--- config.mk ---
export PLATFORM = sky130hd
export DESIGN_NAME = sed_cell
export DESIGN_NICKNAME = d
export VERILOG_FILES = /design/src/rtl/core/sed_pkg.sv /design/src/rtl/core/sed_cell.sv
export SDC_FILE = /design/constraint.sdc
export NUM_CORES = 1
export LEC_CHECK = 0
export BUFFER_PORTS_ARGS = -buffer_cell sky130_fd_sc_hd__buf_2
export CELL_PAD_IN_SITES_DETAIL_PLACEMENT = 0
export CELL_PAD_IN_SITES_GLOBAL_PLACEMENT = 1
export CORE_AREA = 3 3 77 79
export CTS_BUF_LIST = sky130_fd_sc_hd__clkbuf_2 sky130_fd_sc_hd__clkbuf_4 sky130_fd_sc_hd__clkbuf_8
export DETAILED_ROUTE_END_ITERATION = 8
export DIE_AREA = 0 0 80 82
export PLACE_DENSITY = 0.82
export SLEW_MARGIN = 10
export SYNTH_ARGS = -nofsm -noshare
export SYNTH_HDL_FRONTEND = slang
export SYNTH_SLANG_ARGS = --single-unit
export TNS_END_PERCENT = 10
--- constraint.sdc ---
create_clock -name clk_i -period 6.9 [get_ports clk_i]
set_input_delay 1.035 -clock clk_i [delete_from_list [all_inputs] [get_ports clk_i]]
set_output_delay 1.035 -clock clk_i [all_outputs]
set_load 0.1 [all_outputs]
--- src/rtl/core/sed_pkg.sv ---
// ----------------------------------------------------------------------------
// sed_pkg
// Shared types and codes for the string edit distance block.
// ----------------------------------------------------------------------------
package sed_pkg;

  localparam int unsigned CHAR_W = 8;
  localparam int unsigned DIST_W = 7;

  typedef enum logic [1:0] {
    OP_APPEND  = 2'd0,
    OP_PROCESS = 2'd1,
    OP_FINISH  = 2'd2
  } op_e;

  typedef enum logic [1:0] {
    ST_OK          = 2'd0,
    ST_FIRST_LONG  = 2'd1,
    ST_SECOND_LONG = 2'd2,
    ST_MISORDER    = 2'd3
  } status_e;

  typedef struct packed {
    logic [1:0]        op;
    logic [CHAR_W-1:0] ch;
  } item_t;

  typedef struct packed {
    logic [DIST_W-1:0] distance;
    status_e           status;
  } result_t;

  // wavefront token handed from cell to cell
  typedef struct packed {
    logic              valid;
    logic [CHAR_W-1:0] ch;
  } tok_t;

endpackage

--- src/rtl/core/sed_cell.sv ---
// ----------------------------------------------------------------------------
// sed_cell
// One row of the DP column: holds a first-string char and its cost.
// ----------------------------------------------------------------------------
module sed_cell #(
  parameter int unsigned IDX = 1,
  parameter int unsigned CW  = 7
) (
  input  logic                        clk_i,
  input  logic                        rst_ni,
  input  logic                        clear_i,
  input  logic                        load_i,
  input  logic [sed_pkg::CHAR_W-1:0]  load_ch_i,
  input  sed_pkg::tok_t               tok_i,
  input  logic [CW-1:0]               left_i,
  input  logic [CW-1:0]               diag_i,
  output sed_pkg::tok_t               tok_o,
  output logic [CW-1:0]               left_o,
  output logic [CW-1:0]               diag_o,
  output logic [CW-1:0]               cost_o
);
  import sed_pkg::*;

  logic [CHAR_W-1:0] ch_q;
  logic [CW-1:0]     cost_q;
  tok_t              tok_q;
  logic [CW-1:0]     left_q, diag_q;
  logic [CW:0]       up_inc, left_inc, diag_add, best_a, best_b;
  logic [CW-1:0]     new_cost;

  always_comb begin
    up_inc   = {1'b0, cost_q} + {{CW{1'b0}}, 1'b1};
    left_inc = {1'b0, left_i} + {{CW{1'b0}}, 1'b1};
    diag_add = {1'b0, diag_i} + {{CW{1'b0}}, (ch_q != tok_i.ch)};
    best_a   = (left_inc < up_inc) ? left_inc : up_inc;
    best_b   = (diag_add < best_a) ? diag_add : best_a;
    new_cost = best_b[CW-1:0];
  end

  always_ff @(posedge clk_i) begin
    if (load_i) begin
      ch_q <= load_ch_i;
    end
    left_q <= new_cost;
    diag_q <= cost_q;
  end

  always_ff @(posedge clk_i or negedge rst_ni) begin
    if (!rst_ni) begin
      cost_q      <= CW'(IDX);
      tok_q.valid <= 1'b0;
      tok_q.ch    <= '0;
    end else if (clear_i) begin
      cost_q      <= CW'(IDX);
      tok_q.valid <= 1'b0;
    end else begin
      if (tok_i.valid) begin
        cost_q <= new_cost;
      end
      tok_q <= tok_i;
    end
  end

  assign tok_o  = tok_q;
  assign left_o = left_q;
  assign diag_o = diag_q;
  assign cost_o = cost_q;

endmodule
* Word-level counts from Yosys, hierarchy flattened
Index checks and enable logic that the tools add are counted.
Word-level totals: register bits after elaboration 38, word-level logic and storage cells 18
Operators by class: add/sub/neg operators 3, $lt $le $gt $ge 2, equality and inequality tests 1, mux-type cells 5, reduce and logical (&&, ||, !) cells 1
Operator list (number):
- $mux W7 | 3
- $add A7 B1 Y8 const B | 2
- $lt A8 B8 Y1 | 2
- $add A7 B1 Y8 | 1
- $mux W8 | 1
- $ne A8 B8 Y1 | 1
- $reduce_bool A2 Y1 | 1
- $mux W1 | 1

* Depth between registers and ports, before layout
word-level depth 7, depth in mapped cells 19, gate-level depth less buffers 19

* Least setup slack after synthesis
Ideal clock, no wire load.
path kind flip-flop to flip-flop, start reg cost_q[1] (netlist: cost_o[1]), end reg cost_q[3] (netlist: cost_o[3]), arrival time 4.389 ns, setup slack 2.363 ns, cell stages (with the launch flop) 17, path buffers 0, period minus slack after synthesis 4.537 ns, cell sequence dfrtp_1 ha_1 nand3_2 xor2_1 ha_1 or2_2 a22o_1 a21o_4 a21oi_1 inv_1 ha_1 a21o_1 a21o_1 a21oi_1 nand2_1 o311ai_0 a311oi_1
On the way: cells in the longest elaborated chain, start to end 7
Ends and longest elaborated chain:
- start, declared | RTL line sed_cell.sv:25 | logic [CW-1:0] cost_q;
- start signal, assigned | RTL line sed_cell.sv:50 | cost_q <= CW'(IDX);
- start signal, assigned | RTL line sed_cell.sv:54 | cost_q <= CW'(IDX);
- start signal, assigned | RTL line sed_cell.sv:58 | cost_q <= new_cost;
- $add A7 B1 Y8 * | RTL line sed_cell.sv:32 | up_inc = {1'b0, cost_q} + {{CW{1'b0}}, 1'b1};
- $lt A8 B8 Y1 | RTL line sed_cell.sv:35 | best_a = (left_inc < up_inc) ? left_inc : up_inc;
- $mux W8 * | RTL line sed_cell.sv:35
- $lt A8 B8 Y1 | RTL line sed_cell.sv:36 | best_b = (diag_add < best_a) ? diag_add : best_a;
- $mux W7 * | RTL line sed_cell.sv:36
- $mux W7 * | RTL line sed_cell.sv:57 | if (tok_i.valid) begin
- $mux W7 * | RTL line sed_cell.sv:53 | end else if (clear_i) begin
Every way passes the cells marked *; elsewhere a longest branch is shown, timed or not. The select of a mux whose other input is x is not followed. A chain may end at the register's enable or synchronous reset.

* Worst setup path after layout
start in left_i[0], end reg cost_q[3] (netlist: cost_o[3])
On the way: cells in the longest elaborated chain, start to end 7
Ends and longest elaborated chain:
- start, declared | RTL line sed_cell.sv:15 | input logic [CW-1:0] left_i,
- $add A7 B1 Y8 * | RTL line sed_cell.sv:33 | left_inc = {1'b0, left_i} + {{CW{1'b0}}, 1'b1};
- $lt A8 B8 Y1 | RTL line sed_cell.sv:35
- $mux W8 * | RTL line sed_cell.sv:35
- $lt A8 B8 Y1 | RTL line sed_cell.sv:36
- $mux W7 * | RTL line sed_cell.sv:36
- $mux W7 * | RTL line sed_cell.sv:57
- $mux W7 * | RTL line sed_cell.sv:53
Marked as above.

==> results by group <==
Timing
  • Final Critical Period: 4.718 ns
  • Final Max Slew Viols: 0
  • # setup viols final: 0
  • Max Freq: 0.2120 GHz
  • Fin crit share: 68.37%
  • Setup TNS: 0 ns
  • Worst slew pin tran: 0.5710 ns
  • Final Hold Vio Count: 0
  • Clock Skew: 0.007063 ns
  • RSZ-0062 raised after global routing: no
  • Slew HR: 61.53%

CTS
  • TritonCTS clock tree: built
  • Clk buf depth: 2
  • CTS resizes: 0
  • Post-CTS Setup Inserts: 0
  • Clk slew on worst S/H paths: 0.07 ns
  • Clock root buffer: clkbuf_8
  • H-tree lvl count: 2
  • # hold bufs at CTS: 0
  • CTS Buf Count: 5
  • Clk sinks: 38
  • Skew-Pair Late Insertion Delay: 0.28 ns

Worst setup path
  • Crit start category: input port
  • Cell family with most CP delay: compound AO/OA/AOI/OAI gates
  • Most frequent CP cell: ha_1
  • Slowest CP cell: clkinv_1
  • CP arrival: 4.90 ns
  • Worst Setup End Kind: flop
  • Crit. Startpoint: left_i[0]
  • Max incr delay on CP: 0.32 ns
  • Critical Path RT: 7.09 ns
  • Worst setup path category: input port to flop
  • Worst r2r src: cost_o[0]
  • CP Cell Sequence: buf_2 > ha_1 > nand3_1 > xnor2_1 > ha_1 > or2_2 > a22o_1 > a21o_4 > a21oi_1 > inv_1 > ha_1 > a21o_1 > a21o_1 > a21oi_1 > nand2_1 > clkinv_1 > nand2_1 > o311ai_0 > a311oi_1
  • Crit path max fanout: 10
  • Worst Path Buf+Inv: 3

Synthesis
  • Post-synth EDFFs: 8
  • Avg Cell Area, Syn: 10.29 µm²
  • Top cell type's share of synthesized area: 16.97%
  • Main flop type after synthesis: dfrtp_1
  • Commonest cells post-synth: ha_1 (16), nand3_1 (16), dfrtp_1 (15), nand2_1 (15), xor2_1 (15)
  • Synthesis Warnings: 0
  • Mapped Cells: 215
  • FFs w/ async S/R, synth: 42.11%
  • Post-Synthesis Cell Area: 2212 µm²
  • Synth area leader: dfrtp_1
  • Area contributors post-synth: dfrtp_1 (17%), dfxtp_1 (13%), edfxtp_1 (11%)
  • Unique masters post-synth: 50
  • Synth Net Count: 266
  • Synth Register Bits: 38
  • Sequential cell area fraction in the yosys report: 41.69%

Floorplanning
  • Die footprint: 6560 µm²
  • Die W: 80 µm
  • Number of core rows: 27
  • Die height: 82 µm
  • Core area: 5405 µm²
  • IO Pins: 65
  • Initial Utilization: 40.93%

Finish
  • Number of fill cells in the layout: 534
  • Layout cells sized above 1: 33.22%
  • Final Net Count: 333
  • # diodes: 0
  • Finished Cell Area: 2694 µm²
  • Non-Filler Instances: 355
  • Layout area overhead: 21.78%

Global routing
  • Tot GR Track Use: 16.33%
  • Grt total ovfl: 0
  • Largest net degree at the start of global routing: 20
  • Vias in the first global route: 1672
  • First-pass GRT wire length: 8273 µm
  • Initial antenna violation count: 0

Routing
  • TritonRoute pass-1 iters: 4
  • DR vias/cell: 5.242
  • Drt total wl: 5281 µm
  • Routed Antenna Nets: 0
  • DR DRC count: 0
  • Drt wl/cell: 14.88 µm
  • Via count: 1861
  • DRT iter0 DRCs: 86

Place
  • GP Congestion: 0.8617
  • Placement Cell Area: 2608 µm²
  • HPWL after detailed placement: 4097 µm
  • # port buffers: 64
  • Dpl cells: 347

Pwr
  • Net Sw Frac: 50.09%
  • Power per cell area: 323.6 nW/µm²
  • Pint: 0.4350 mW
  • Combinational power share: 50.2%
  • Clock power share: 17.0%
  • Sequential Power Share: 32.8%
  • Leakage power: 1.219 nW
  • Psw: 0.4366 mW
  • VDD IR max: 0.2377 mV

Worst hold path
  • Min-delay worst type: flop to flop
  • Hold Startpoint: cost_o[0]

Job
  • Max-Cap Viols: 0

Outcome
  • Outcome: completed
## placed cells by master (no fill, tap or decap), types with 7 or more instances in the layout
| cell | instances |
|---|---|
| a21oi_1 | 8 |
| buf_2 | 64 |
| dfrtp_1 | 15 |
| dfxtp_1 | 14 |
| edfxtp_1 | 8 |
| ha_1 | 16 |
| inv_1 | 8 |
| mux2_2 | 10 |
| nand2_1 | 15 |
| nand3_1 | 16 |
| nor2_1 | 10 |
| o21ai_0 | 7 |
| xnor2_1 | 7 |
| xor2_1 | 15 |
## cell type report
cell class	instances	area, µm²	area share [%]
clock buffers	6	76.32	2.833
clock inverters	2	10.01	0.3716
inverters	9	33.78	1.254
multi-input cells	164	1241	46.08
flip-flops and latches	38	922.1	34.23
well taps	72	90.09	3.344
repair buffers	64	320.3	11.89
## final timing paths
check	endpoint	depth (start not counted)	slack (ns)
worst min-delay path	diag_o[0]	0	0.49
max in group asynchronous	cost_o[0]	1	5.94
worst max-delay path	cost_o[3]	19	2.18
min in group asynchronous	tok_o[7]	1	0.65
worst min register to register	diag_o[0]	0	0.49
worst max register to register	cost_o[3]	18	2.37
## stage by stage
stage	setup WS [ns]	utilization, %	hold WS, ns	power [mW]
finish	2.182	49.84	0.4916	0.8716
global route	1.770	49.84	0.5106	0.9144
CTS	2.213	49.84	0.4934	0.8753
detailed placement	1.930	48.24	0.4823	0.7272
global placement	1.992	48.24	0.4663	0.7265
floorplan	2.363	-	0.6868	0.6429
## per-layer routing
layer | vias up | track usage (%) | part of all wire, %
met4 | 0 | 5.236 | 1.5
met2 | 73 | 23.34 | 43
met3 | 9 | 3.399 | 7.2
met5 | - | 0 | 0
li1 | 927 | - | -
met1 | 852 | 24.42 | 49
## state kept, by name, summed over array words and instances, names as in the netlist
signal	cells
diag_o	7
left_o	7
tok_o	9
cost_o	7
ch_q	8
## cell families (layout without fill, tap and decap cells)
group	after synthesis	count (layout)	share of synthesized area (%)
and+or+nand+nor	67	67	15.67
buffers and inverters	13	81	2.206
xor gates and xnor gates	22	22	8.711
AOI/OAI and AO/OA	47	47	16.63
muxes	12	12	6.052
DFF	38	38	41.69
adders and majority gates	16	16	9.050
## power groups by stage
stage | Clock (mW) | Combinational [mW] | Sequential, mW
finish | 0.148 | 0.438 | 0.286
global route | 0.159 | 0.465 | 0.290
CTS | 0.150 | 0.439 | 0.286
detailed placement | 0 | 0.437 | 0.290
global placement | 0 | 0.437 | 0.290
floorplan | 0 | 0.131 | 0.512
(Power assumes the default switching activity.)
